## config.mk

```make
export PLATFORM = sky130hd
export DESIGN_NAME = cpa_correlation_top_two_ranker
export DESIGN_NICKNAME = d
export VERILOG_FILES = /design/src/rtl/cpa_pkg.sv /design/src/rtl/cpa_correlation_top_two_ranker.sv /design/src/rtl/cpa_serial_mul.sv
export SDC_FILE = /design/constraint.sdc
export NUM_CORES = 2
export LEC_CHECK = 0
export BUFFER_PORTS_ARGS = -buffer_cell sky130_fd_sc_hd__buf_4
export CAP_MARGIN = 20
export CORE_ASPECT_RATIO = 1.4
export CORE_MARGIN = 2
export CORE_UTILIZATION = 65
export DETAILED_ROUTE_END_ITERATION = 7
export PLACE_DENSITY = 0.82
export RECOVER_POWER = 50
export SYNTH_ARGS = -nofsm -noshare
export SYNTH_HDL_FRONTEND = slang
export SYNTH_SLANG_ARGS = --single-unit
```

## constraint.sdc

```tcl
create_clock -name clk -period 12.54 [get_ports clk]
set_clock_uncertainty 0.05 [all_clocks]
set_input_delay 0.627 -clock clk [delete_from_list [all_inputs] [get_ports clk]]
set_output_delay 0.627 -clock clk [all_outputs]
set_load 0.02 [all_outputs]
```

## src/rtl/cpa_pkg.sv

```systemverilog
// Shared types and constants for the correlation ranker.
// Used by cpa_serial_mul and cpa_correlation_top_two_ranker; no dependencies.
package cpa_pkg;

    localparam int MAX_TRACES = 1024;
    localparam int CNT_W      = $clog2(MAX_TRACES + 1);

    // Operand and product widths of the shared multiplier
    localparam int MUL_W  = 52;
    localparam int PROD_W = 2 * MUL_W;

    // Widths of the correlation datapath
    localparam int DX_W   = 27;
    localparam int DY_W   = 51;
    localparam int NUM_W  = 40;
    localparam int DEN_W  = 78;
    localparam int RHS_W  = 110;
    localparam int DSH_W  = DEN_W + 30;
    localparam int Q_W    = 31;
    localparam int CORR_W = 16;

    localparam logic [3:0] HYP_MAX = 4'd8;

    typedef enum logic [2:0] {
        ST_IDLE,
        ST_MUL_ISSUE,
        ST_MUL_WAIT,
        ST_DIV,
        ST_SQRT,
        ST_RANK
    } cpa_state_t;

    // Order of the products taken on the shared multiplier
    typedef enum logic [2:0] {
        OP_N_SXX,
        OP_SX_SX,
        OP_N_SYY,
        OP_SY_SY,
        OP_N_SXY,
        OP_SX_SY,
        OP_DX_DY,
        OP_NUM_NUM
    } cpa_op_t;

    typedef struct packed {
        logic             start;
        logic [MUL_W-1:0] a;
        logic [MUL_W-1:0] b;
    } mul_req_t;

endpackage

```

## src/rtl/cpa_correlation_top_two_ranker.sv

```systemverilog
// Correlation ranker: accumulates (hypothesis, sample) pairs per key guess and
// ranks absolute Pearson correlations. Depends on cpa_pkg and cpa_serial_mul.
//
// Usage: the input channel (in_valid/in_stall) carries one request per trace
// sample. A request without last_sample is absorbed without raising in_stall.
// A request with last_sample closes the set: the block raises in_stall while
// it runs eight products on one shared shift-and-add multiplier, a 31-step
// restoring divide and a 16-step square-root search, then ranks. The result
// request is held in an output register (out_valid/out_stall); while
// out_stall is high the finished result stays put and the next set may
// accumulate, but a further set close waits in the rank step until the
// register frees. Samples past MAX_TRACES in one set are dropped and flagged
// as overflow. Reset clears the sums, the ranking and the output valid.
module cpa_correlation_top_two_ranker
    import cpa_pkg::*;
(
    input  logic                    clk,
    input  logic                    rst_n,
    input  logic                    in_valid,
    output logic                    in_stall,
    input  logic [3:0]              hypothesis,
    input  logic signed [15:0]      sample,
    input  logic [7:0]              guess,
    input  logic                    first_of_search,
    input  logic                    last_sample,
    output logic                    out_valid,
    input  logic                    out_stall,
    output logic [CORR_W-1:0]       correlation,
    output logic [7:0]              best_guess_out,
    output logic [CORR_W-1:0]       best_corr_out,
    output logic [7:0]              second_guess_out,
    output logic [CORR_W-1:0]       second_corr_out,
    output logic                    degenerate,
    output logic                    overflow
);

    cpa_state_t state_reg, state_next;
    cpa_op_t    op_reg, op_next;

    // Running sums of the open set
    logic [CNT_W-1:0]   n_reg, n_next;
    logic [13:0]        sx_reg, sx_next;
    logic [16:0]        sxx_reg, sxx_next;
    logic signed [26:0] sy_reg, sy_next;
    logic [40:0]        syy_reg, syy_next;
    logic signed [29:0] sxy_reg, sxy_next;
    logic               drop_reg, drop_next;

    // Ranking
    logic [CORR_W-1:0] top_corr_reg, top_corr_next;
    logic [7:0]        top_guess_reg, top_guess_next;
    logic [CORR_W-1:0] run_corr_reg, run_corr_next;
    logic [7:0]        run_guess_reg, run_guess_next;

    // Correlation datapath
    logic [7:0]         guess_reg, guess_next;
    logic signed [63:0] tmp_reg, tmp_next;
    logic [DX_W-1:0]    dx_reg, dx_next;
    logic [DY_W-1:0]    dy_reg, dy_next;
    logic [NUM_W-1:0]   num_reg, num_next;
    logic [DEN_W-1:0]   den_reg, den_next;
    logic [RHS_W-1:0]   rem_reg, rem_next;
    logic [DSH_W-1:0]   dsh_reg, dsh_next;
    logic [Q_W-1:0]     q_reg, q_next;
    logic [4:0]         cnt_reg, cnt_next;
    logic [CORR_W-1:0]  c_reg, c_next;
    logic [CORR_W-1:0]  mask_reg, mask_next;
    logic               degen_reg, degen_next;

    // Output register
    logic              ovalid_reg, ovalid_next;
    logic [CORR_W-1:0] o_corr_reg, o_corr_next;
    logic [7:0]        o_bg_reg, o_bg_next;
    logic [CORR_W-1:0] o_bc_reg, o_bc_next;
    logic [7:0]        o_sg_reg, o_sg_next;
    logic [CORR_W-1:0] o_sc_reg, o_sc_next;
    logic              o_deg_reg, o_deg_next;
    logic              o_ovf_reg, o_ovf_next;

    mul_req_t          mul_req;
    logic              mul_busy;
    logic [PROD_W-1:0] mul_prod;

    logic               in_take;
    logic [3:0]         x_sat;
    logic [26:0]        sy_abs;
    logic [29:0]        sxy_abs;
    logic signed [63:0] prod64;
    logic signed [63:0] diff64;
    logic [CORR_W-1:0]  trial;
    logic [31:0]        trial_sq;

    cpa_serial_mul u_mul
    (
        .clk     (clk),
        .rst_n   (rst_n),
        .req     (mul_req),
        .busy    (mul_busy),
        .product (mul_prod)
    );

    assign in_stall = (state_reg != ST_IDLE);
    assign in_take  = in_valid && !in_stall;
    assign x_sat    = (hypothesis > HYP_MAX) ? HYP_MAX : hypothesis;
    assign sy_abs   = sy_reg[26] ? 27'(-sy_reg) : 27'(sy_reg);
    assign sxy_abs  = sxy_reg[29] ? 30'(-sxy_reg) : 30'(sxy_reg);
    assign prod64   = $signed(mul_prod[63:0]);
    assign trial    = c_reg | mask_reg;
    assign trial_sq = 32'(trial) * 32'(trial);

    // Select multiplier operands for the current product
    always_comb
    begin
        mul_req.start = (state_reg == ST_MUL_ISSUE);
        mul_req.a     = '0;
        mul_req.b     = '0;
        unique case (op_reg)
            OP_N_SXX:
            begin
                mul_req.a = MUL_W'(n_reg);
                mul_req.b = MUL_W'(sxx_reg);
            end
            OP_SX_SX:
            begin
                mul_req.a = MUL_W'(sx_reg);
                mul_req.b = MUL_W'(sx_reg);
            end
            OP_N_SYY:
            begin
                mul_req.a = MUL_W'(n_reg);
                mul_req.b = MUL_W'(syy_reg);
            end
            OP_SY_SY:
            begin
                mul_req.a = MUL_W'(sy_abs);
                mul_req.b = MUL_W'(sy_abs);
            end
            OP_N_SXY:
            begin
                mul_req.a = MUL_W'(n_reg);
                mul_req.b = MUL_W'(sxy_abs);
            end
            OP_SX_SY:
            begin
                mul_req.a = MUL_W'(sx_reg);
                mul_req.b = MUL_W'(sy_abs);
            end
            OP_DX_DY:
            begin
                mul_req.a = MUL_W'(dx_reg);
                mul_req.b = MUL_W'(dy_reg);
            end
            OP_NUM_NUM:
            begin
                mul_req.a = MUL_W'(num_reg);
                mul_req.b = MUL_W'(num_reg);
            end
        endcase
    end

    assign diff64 = tmp_reg - (sy_reg[26] ? -prod64 : prod64);

    // Sequence accumulate, products, divide, root and rank
    always_comb
    begin
        state_next     = state_reg;
        op_next        = op_reg;
        n_next         = n_reg;
        sx_next        = sx_reg;
        sxx_next       = sxx_reg;
        sy_next        = sy_reg;
        syy_next       = syy_reg;
        sxy_next       = sxy_reg;
        drop_next      = drop_reg;
        top_corr_next  = top_corr_reg;
        top_guess_next = top_guess_reg;
        run_corr_next  = run_corr_reg;
        run_guess_next = run_guess_reg;
        guess_next     = guess_reg;
        tmp_next       = tmp_reg;
        dx_next        = dx_reg;
        dy_next        = dy_reg;
        num_next       = num_reg;
        den_next       = den_reg;
        rem_next       = rem_reg;
        dsh_next       = dsh_reg;
        q_next         = q_reg;
        cnt_next       = cnt_reg;
        c_next         = c_reg;
        mask_next      = mask_reg;
        degen_next     = degen_reg;
        ovalid_next    = ovalid_reg && out_stall;
        o_corr_next    = o_corr_reg;
        o_bg_next      = o_bg_reg;
        o_bc_next      = o_bc_reg;
        o_sg_next      = o_sg_reg;
        o_sc_next      = o_sc_reg;
        o_deg_next     = o_deg_reg;
        o_ovf_next     = o_ovf_reg;

        unique case (state_reg)
            ST_IDLE:
            begin
                if (in_take)
                begin
                    // Clear the ranking on first_of_search, then add the pair unless the set is full
                    if (first_of_search)
                    begin
                        top_corr_next  = '0;
                        top_guess_next = '0;
                        run_corr_next  = '0;
                        run_guess_next = '0;
                    end
                    if (n_reg == CNT_W'(MAX_TRACES))
                    begin
                        drop_next = 1'b1;
                    end
                    else
                    begin
                        n_next   = n_reg + 1'b1;
                        sx_next  = sx_reg + 14'(x_sat);
                        sxx_next = sxx_reg + 17'(8'(x_sat) * 8'(x_sat));
                        sy_next  = sy_reg + 27'(sample);
                        syy_next = syy_reg + 41'(32'(sample * sample));
                        sxy_next = sxy_reg
                                 + 30'($signed({1'b0, x_sat}) * 21'(sample));
                    end
                    if (last_sample)
                    begin
                        guess_next = guess;
                        op_next    = OP_N_SXX;
                        state_next = ST_MUL_ISSUE;
                    end
                end
            end
            ST_MUL_ISSUE:
            begin
                state_next = ST_MUL_WAIT;
            end
            ST_MUL_WAIT:
            begin
                if (!mul_busy)
                begin
                    state_next = ST_MUL_ISSUE;
                    op_next    = cpa_op_t'(op_reg + 3'd1);
                    unique case (op_reg)
                        OP_N_SXX:   tmp_next = prod64;
                        OP_SX_SX:   dx_next  = DX_W'(tmp_reg - prod64);
                        OP_N_SYY:   tmp_next = prod64;
                        OP_SY_SY:   dy_next  = DY_W'(tmp_reg - prod64);
                        OP_N_SXY:   tmp_next = sxy_reg[29] ? -prod64 : prod64;
                        OP_SX_SY:   num_next = diff64[63] ? NUM_W'(-diff64)
                                                          : NUM_W'(diff64);
                        OP_DX_DY:   den_next = mul_prod[DEN_W-1:0];
                        OP_NUM_NUM:
                        begin
                            rem_next = {mul_prod[79:0], 30'd0};
                            dsh_next = {den_reg, 30'd0};
                            q_next   = '0;
                            cnt_next = 5'(Q_W - 1);
                            c_next   = '0;
                            if (den_reg == '0)
                            begin
                                degen_next = 1'b1;
                                state_next = ST_RANK;
                            end
                            else
                            begin
                                degen_next = 1'b0;
                                state_next = ST_DIV;
                            end
                        end
                    endcase
                end
            end
            ST_DIV:
            begin
                // One quotient bit per cycle
                if (rem_reg >= RHS_W'(dsh_reg))
                begin
                    rem_next = rem_reg - RHS_W'(dsh_reg);
                    q_next   = {q_reg[Q_W-2:0], 1'b1};
                end
                else
                begin
                    q_next = {q_reg[Q_W-2:0], 1'b0};
                end
                dsh_next = dsh_reg >> 1;
                cnt_next = cnt_reg - 1'b1;
                if (cnt_reg == '0)
                begin
                    mask_next  = {1'b1, {(CORR_W-1){1'b0}}};
                    state_next = ST_SQRT;
                end
            end
            ST_SQRT:
            begin
                // Keep the trial bit while its square stays within the quotient
                if (trial_sq <= 32'(q_reg))
                begin
                    c_next = trial;
                end
                mask_next = mask_reg >> 1;
                if (mask_reg[0])
                begin
                    state_next = ST_RANK;
                end
            end
            ST_RANK:
            begin
                if (!ovalid_reg || !out_stall)
                begin
                    if (!degen_reg)
                    begin
                        if (c_reg > top_corr_reg)
                        begin
                            if (guess_reg != top_guess_reg)
                            begin
                                run_corr_next  = top_corr_reg;
                                run_guess_next = top_guess_reg;
                            end
                            top_corr_next  = c_reg;
                            top_guess_next = guess_reg;
                        end
                        else if (c_reg > run_corr_reg && guess_reg != top_guess_reg)
                        begin
                            run_corr_next  = c_reg;
                            run_guess_next = guess_reg;
                        end
                    end
                    ovalid_next = 1'b1;
                    o_corr_next = c_reg;
                    o_bg_next   = top_guess_next;
                    o_bc_next   = top_corr_next;
                    o_sg_next   = run_guess_next;
                    o_sc_next   = run_corr_next;
                    o_deg_next  = degen_reg;
                    o_ovf_next  = drop_reg;
                    // Drop the sums for the next set
                    n_next      = '0;
                    sx_next     = '0;
                    sxx_next    = '0;
                    sy_next     = '0;
                    syy_next    = '0;
                    sxy_next    = '0;
                    drop_next   = 1'b0;
                    state_next  = ST_IDLE;
                end
            end
            default:
            begin
                state_next = ST_IDLE;
            end
        endcase
    end

    // Hold control, sums and ranking
    always_ff @(posedge clk or negedge rst_n)
    begin
        if (!rst_n)
        begin
            state_reg     <= ST_IDLE;
            op_reg        <= OP_N_SXX;
            n_reg         <= '0;
            sx_reg        <= '0;
            sxx_reg       <= '0;
            sy_reg        <= '0;
            syy_reg       <= '0;
            sxy_reg       <= '0;
            drop_reg      <= 1'b0;
            top_corr_reg  <= '0;
            top_guess_reg <= '0;
            run_corr_reg  <= '0;
            run_guess_reg <= '0;
            ovalid_reg    <= 1'b0;
            degen_reg     <= 1'b0;
        end
        else
        begin
            state_reg     <= state_next;
            op_reg        <= op_next;
            n_reg         <= n_next;
            sx_reg        <= sx_next;
            sxx_reg       <= sxx_next;
            sy_reg        <= sy_next;
            syy_reg       <= syy_next;
            sxy_reg       <= sxy_next;
            drop_reg      <= drop_next;
            top_corr_reg  <= top_corr_next;
            top_guess_reg <= top_guess_next;
            run_corr_reg  <= run_corr_next;
            run_guess_reg <= run_guess_next;
            ovalid_reg    <= ovalid_next;
            degen_reg     <= degen_next;
        end
    end

    // Datapath and output payload
    always_ff @(posedge clk)
    begin
        guess_reg  <= guess_next;
        tmp_reg    <= tmp_next;
        dx_reg     <= dx_next;
        dy_reg     <= dy_next;
        num_reg    <= num_next;
        den_reg    <= den_next;
        rem_reg    <= rem_next;
        dsh_reg    <= dsh_next;
        q_reg      <= q_next;
        cnt_reg    <= cnt_next;
        c_reg      <= c_next;
        mask_reg   <= mask_next;
        o_corr_reg <= o_corr_next;
        o_bg_reg   <= o_bg_next;
        o_bc_reg   <= o_bc_next;
        o_sg_reg   <= o_sg_next;
        o_sc_reg   <= o_sc_next;
        o_deg_reg  <= o_deg_next;
        o_ovf_reg  <= o_ovf_next;
    end

    assign out_valid        = ovalid_reg;
    assign correlation      = o_corr_reg;
    assign best_guess_out   = o_bg_reg;
    assign best_corr_out    = o_bc_reg;
    assign second_guess_out = o_sg_reg;
    assign second_corr_out  = o_sc_reg;
    assign degenerate       = o_deg_reg;
    assign overflow         = o_ovf_reg;

endmodule

```

## src/rtl/cpa_serial_mul.sv

```systemverilog
// Shift-and-add unsigned multiplier, one multiplier bit per cycle.
// Depends on cpa_pkg for widths and the request struct.
module cpa_serial_mul
    import cpa_pkg::*;
(
    input  logic              clk,
    input  logic              rst_n,
    input  mul_req_t          req,
    output logic              busy,
    output logic [PROD_W-1:0] product
);

    logic              busy_reg, busy_next;
    logic [PROD_W-1:0] a_reg, a_next;
    logic [MUL_W-1:0]  b_reg, b_next;
    logic [PROD_W-1:0] prod_reg, prod_next;

    // Load operands on start, then add and shift until the multiplier is spent
    always_comb
    begin
        busy_next = busy_reg;
        a_next    = a_reg;
        b_next    = b_reg;
        prod_next = prod_reg;
        if (req.start)
        begin
            busy_next = 1'b1;
            a_next    = PROD_W'(req.a);
            b_next    = req.b;
            prod_next = '0;
        end
        else if (busy_reg)
        begin
            if (b_reg == '0)
            begin
                busy_next = 1'b0;
            end
            else
            begin
                if (b_reg[0])
                begin
                    prod_next = prod_reg + a_reg;
                end
                a_next = a_reg << 1;
                b_next = b_reg >> 1;
            end
        end
    end

    always_ff @(posedge clk or negedge rst_n)
    begin
        if (!rst_n)
        begin
            busy_reg <= 1'b0;
            a_reg    <= '0;
            b_reg    <= '0;
            prod_reg <= '0;
        end
        else
        begin
            busy_reg <= busy_next;
            a_reg    <= a_next;
            b_reg    <= b_next;
            prod_reg <= prod_next;
        end
    end

    assign busy    = busy_reg;
    assign product = prod_reg;

endmodule

```

## Word level (Yosys, flattened, before mapping)

Index checks and enable logic that the tools add are counted.

| storage, ports and cells | value |
|---|---|
| bits in registers | 1,078 |
| output and inout port bits | 68 |
| logic and storage cells | 242 |

| cells by class | value |
|---|---|
| $add $sub $neg | 16 |
| multiply operators | 4 |
| $lt $le $gt $ge | 5 |
| equal/unequal tests | 27 |
| mux-type cells | 109 |
| bitwise logic cells | 2 |
| reduce and logical (&&, ||, !) cells | 41 |

Operators by type and width:

| kind | count |
|---|---|
| case mux 104 bit (8 select lines) | 1 |
| two-way mux 104 bit | 7 |
| two-way mux 110 bit | 3 |
| two-way mux 16 bit | 14 |
| case mux 110 bit (2 select lines) | 1 |
| two-way mux 108 bit | 2 |
| case mux 108 bit (2 select lines) | 1 |
| two-way mux 52 bit | 3 |
| two-way mux 64 bit | 2 |
| case mux 16 bit (2 select lines) | 4 |
| case mux 64 bit (2 select lines) | 1 |
| two-way mux 41 bit | 3 |
| two-way mux 30 bit | 4 |
| >= comparator 110 x 108 -> 1 bit | 1 |
| subtractor 110 x 108 -> 110 bit | 1 |
| two-way mux 27 bit | 4 |
| adder 104 bit | 1 |
| case mux 41 bit (2 select lines) | 1 |
| two-way mux 8 bit | 10 |
| zero test 78 bit | 1 |
| multiplier 16 x 16 -> 32 bit | 2 |
| negator 64 bit | 1 |
| subtractor 64 bit | 1 |
| two-way mux 31 bit | 2 |
| other kinds (57) | 133 |

## Longest topological paths before layout

| logic depth | value |
|---|---|
| word-level depth | 7 |
| gate-level depth with buffers | 41 |
| depth with buffers taken out | 40 |

## Cells and area by module

From an unflattened synthesis, not the netlist that was laid out.

| second synthesis, totals | value |
|---|---|
| cell total of the unflattened synthesis | 9,936 |
| area, all modules | 90,996.0 um^2 |

Modules (own cells, without submodules):

| module | times used | cells an instance | area an instance (um^2) | seq. area each (um^2) |
|---|---|---|---|---|
| cpa_correlation_top_two_ranker | 1 | 7,846 | 73,575.6 | 23,547.6 |
| cpa_serial_mul | 1 | 2,090 | 17,420.5 | 6,531.3 |

## Least setup slack after synthesis

No wires, ideal clock.

| path | value |
|---|---|
| path kind | flip-flop to flip-flop |
| start point | register dsh_reg[0] |
| end point | register rem_reg[0], enable pin |
| setup time | 731 ps |
| arrival time | 10,721 ps |
| data required time | 11,759 ps |
| path slack | 1,039 ps |
| stages on the path, launching flop included | 14 |
| buffers on the path | 0 |
| cell sequence | edfxtp_1 > ha_1 > fa_1 > nand2b_1 > a21oi_1 > o21ai_0 > a31oi_1 > o2111ai_1 > a2111oi_0 > o211ai_1 > and3_1 > nor3_1 > a21oi_1 > o21ai_0 |

| on the way | value |
|---|---|
| cells in the longest elaborated chain, start to end | 3 |

Ends and longest elaborated chain:

| element | line | text |
|---|---|---|
| from (decl) | cpa_correlation_top_two_ranker.sv:63 | `logic [DSH_W-1:0] dsh_reg, dsh_next;` |
| from (signal assigned) | cpa_correlation_top_two_ranker.sv:408 | `dsh_reg <= dsh_next;` |
| >= comparator 110 x 108 -> 1 bit | cpa_correlation_top_two_ranker.sv:279 | `if (rem_reg >= RHS_W'(dsh_reg))` |
| inequality test 2 bit (no line) | n/a |  |
| AND reduction 4 bit (no line) | n/a |  |
| to (signal assigned) | cpa_correlation_top_two_ranker.sv:407 | `rem_reg <= rem_next;` |
| to (decl) | cpa_correlation_top_two_ranker.sv:62 | `logic [RHS_W-1:0] rem_reg, rem_next;` |

Every way passes these cells.
A chain may end at the register's enable or synchronous reset.

## Final worst setup path

| path | value |
|---|---|
| start point | input sample[1] |
| end point | register syy_reg[40] |

| on the way | value |
|---|---|
| cells in the longest elaborated chain, start to end | 5 |

Ends and longest elaborated chain:

| element | line | text |
|---|---|---|
| from (decl) | cpa_correlation_top_two_ranker.sv:22 | `input logic signed [15:0] sample,` |
| multiplier 16 x 16 -> 32 bit | cpa_correlation_top_two_ranker.sv:224 | `syy_next = syy_reg + 41'(32'(sample * sample));` |
| adder 41 bit | cpa_correlation_top_two_ranker.sv:224 |  |
| two-way mux 41 bit | cpa_correlation_top_two_ranker.sv:214 | `if (n_reg == CNT_W'(MAX_TRACES))` |
| two-way mux 41 bit | cpa_correlation_top_two_ranker.sv:204 | `if (in_take)` |
| case mux 41 bit (2 select lines) | cpa_correlation_top_two_ranker.sv:201 | `unique case (state_reg)` |
| to (signal assigned) | cpa_correlation_top_two_ranker.sv:386 | `syy_reg <= syy_next;` |
| to (decl) | cpa_correlation_top_two_ranker.sv:45 | `logic [40:0] syy_reg, syy_next;` |

Every way passes these cells. The select of a mux whose other input is x is not followed.

==> key figures <==
Critical path
  – Top cell by count, worst path: fa_1
  – End of the worst register-to-register path: c_reg[8]$_SDFFCE_PP0P_
  – Slowest cell delay on critical path: approximately 570 ps
  – Critical Path AT: ~11000 ps
  – R2R setup slack: about 2800 ps
  – RR Startpoint: c_reg[1]$_SDFFCE_PP0P_
  – Slowest CP cell: a311oi_1
  – R2R depth: 35
  – Crit Path Max Fanout: 19
  – Req. time, crit path: 13160 ps
  – Startpoint types: primary input
  – Crit. End Element: register
  – WS Path Type: primary input to register

GRT
  – Antenna violations before repair: 6
  – Met2 Use GR: 0.6089
  – Met3 GRT Util: 0.04698
  – Total grt overflow: 0
  – First-pass GRT wire length: roughly 380000 um
  – GRT Overall Usage: 0.3518
  – Global Route met1 Usage: 0.4121
  – Gr busiest metal: met2
  – Vias in the first global route: 72290
  – Largest net degree at the start of global routing: roughly 260

Logic synthesis
  – EDFF count, synth: 620
  – Yosys Warn Count: 0
  – Post-synth top area share: 0.2146
  – Seq/Total Area, Yosys: 0.3326
  – Mapped cell area: about 87000 um^2
  – Netlist cell types: 99
  – Post-synth ARST share: 0.3975
  – Synth area leader: edfxtp_1
  – Post-synth top cells: 1176 x nand2_1, 973 x inv_1, 708 x ha_1, 666 x a21oi_1, 629 x o21ai_0
  – Most used DFF post-synth: edfxtp_1
  – Syn Area/Cell: 9.162 um^2
  – Post-Syn Instances: around 9500
  – Most frequent cell after synthesis: nand2_1
  – #FFs+latches synth: 1029
  – Top area cells in the synthesized netlist: edfxtp_1 21%, dfrtp_1 12%, fa_1 11%

Layout
  – Nets: 10540
  – Max reg flops: 110
  – Layout cell share with drive strength beyond 1: 0.04494
  – Fin area: approximately 92000 um^2
  – Synthesis-to-finish area growth: 6.108%

Clock tree
  – Clock Path Buffers: 3
  – Post-CTS resize count: 0
  – CTS sink cnt: 1029
  – TritonCTS buffer count: approximately 110
  – Worst-path clk slew: 60 ps
  – H-tree depth: 3
  – CTS root buffer: clkbuf_16
  – Skew-Pair Late Insertion Delay: slightly below 800 ps
  – CTS tree: built

STA
  – Final setup vio count: 0
  – Min Tclk post-route: roughly 10000 ps
  – Slew Limit Fails: ~1100
  – Fin. Hold Viols: 0
  – Tightest Pin Transition: between 4000 and 5000 ps
  – RSZ-0062 raised after global routing: no
  – Max_slew headroom: -1.710
  – Fin crit share: 0.8160
  – Maximum clock rate: 97.72 MHz
  – Fin Setup TNS: 0 ps

Detailed routing
  – Via-to-Cell Ratio: ~6.4
  – Final wirelength: 241300 um
  – Routed vias: 71050
  – 1st-iter DRT viols: 6400
  – WL/cell: about 22 um
  – Post-DRT Antenna Nets: 0
  – DRC viols: 20
  – First-pass DRT Iterations: 8

Hold path
  – Hold path start: out_stall
  – Worst Hold End: out_valid$_DFF_PN0_
  – Worst min-delay path class: primary input to register
  – Min-Delay Path Depth: 3

Floorplan
  – FP Rows: ~160
  – Core ar.: 132500 um^2
  – Die width: 312.8 um
  – Die Height: between 400 and 500 um
  – Die area: about 140000 um^2
  – I/O Pins: approximately 100
  – Starting Density: 0.6550

Outcome
  – Status: finished with violations
  – Failing checks: DRC, capacitance limit, slew limit

Placed design
  – PortBufs: about 100
  – Placed inst area: 88780 um^2
  – Detailed placement HPWL: approximately 180000 um
  – Gpl congestion: 0.9920

Job
  – MaxCap Viol Count: 23
cells in the final DEF (no fill, tap or decap), types with 85 or more instances in the layout:
cell type  netlist  layout
a21o_1         286     286
a21oi_1        666     666
a31oi_1         97      97
and2_1         126     122
clkbuf_1       420     110
clkbuf_16        0     112
dfrtp_1        409     407
edfxtp_1       620     620
fa_1           476     476
ha_1           708     706
inv_1          973     973
nand2_1       1176    1175
nand3_1        125     125
nand4_1        145     145
nor2_1         608     605
nor3_1         101     101
o21ai_0        629     627
o31ai_1         85      85
xnor2_1        463     462
xor2_1         206     205
worst max-delay path by stage:
stage | start | end | slack [ps] | cells after the start
6_report | sample[1] | syy_reg[40]$_DFFE_PN0P_ | 2310 | 36
5_1_grt | rst_n | u_mul.b_reg[31]$_DFFE_PN0P_ | 1420 | 4
4_1_cts | sample[1] | syy_reg[40]$_DFFE_PN0P_ | 2400 | 36
3_5_place_dp | sample[1] | syy_reg[40]$_DFFE_PN0P_ | 1660 | 36
3_3_place_gp | sample[1] | syy_reg[40]$_DFFE_PN0P_ | 1670 | 36
2_1_floorplan | dsh_reg[0]$_SDFFCE_PN0P_ | rem_reg[0]$_SDFFCE_PN0P_ | 1040 | 13
area by class of cell:
class                   instances  area (um^2)
multi-input cells            7014        52590
fillers                     10110        40400
flip-flops and latches       1029        28860
inverters                     980         3680
clock buffers                 133         2962
well taps                    1760         2202
repair buffers                193         1117
clock inverters                64        631.9
diodes                          5        12.51
metrics by stage:
stage / cells / utilization / hold WS (ps) / setup WS (ps)
after CTS: 11170 / 0.6981 / 47.12 / 2397
after global routing: 11180 / 0.6950 / 85.02 / 1416
after floorplan: 9470 / - / 281.4 / 1039
after detailed placement: 10970 / 0.6703 / 401.6 / 1657
final: 11180 / 0.6950 / 87.22 / 2307
after global placement: 10960 / 0.6701 / 390.6 / 1671
worst max-delay path: cells and delay by family:
| kind | cells | cell delay [ps] |
|---|---|---|
| adders and majority gates | 8 | 3620 |
| AOI/OAI and AO/OA | 12 | 3210 |
| and+or+nand+nor | 8 | 1980 |
| buffers and inverters | 6 | 1110 |
| xor gates and xnor gates | 2 | 240 |
metal layers:
layer	part of all wire	up-vias	routed length (um)
met1	0.37	34580	88100
met2	0.50	3061	119800
met5	0	-	0
met3	0.069	856	16550
li1	-	32550	-
met4	0.070	0	16790
timing repair:
item,in CTS,in global routing
hold endpoints to repair,56,0
setup buffers,0,0
hold buffers,9,0
kinds of logic after synthesis:
logic type               after synthesis  share of synthesized area
AO/OA/AOI/OAI                       2347                     0.1700
XOR/XNOR                             669                    0.06754
adder cells (fa/ha/maj)             1184                     0.2120
buffers and inverters               1427                    0.06202
flip-flops                          1029                     0.3326
multiplexers                          96                    0.01194
other                                  2                 0.00008657
AND/OR/NAND/NOR                     2715                     0.1439
Power is not shown: default switching activity piles up to over one toggle a cycle in this logic, so the estimate is an artifact.
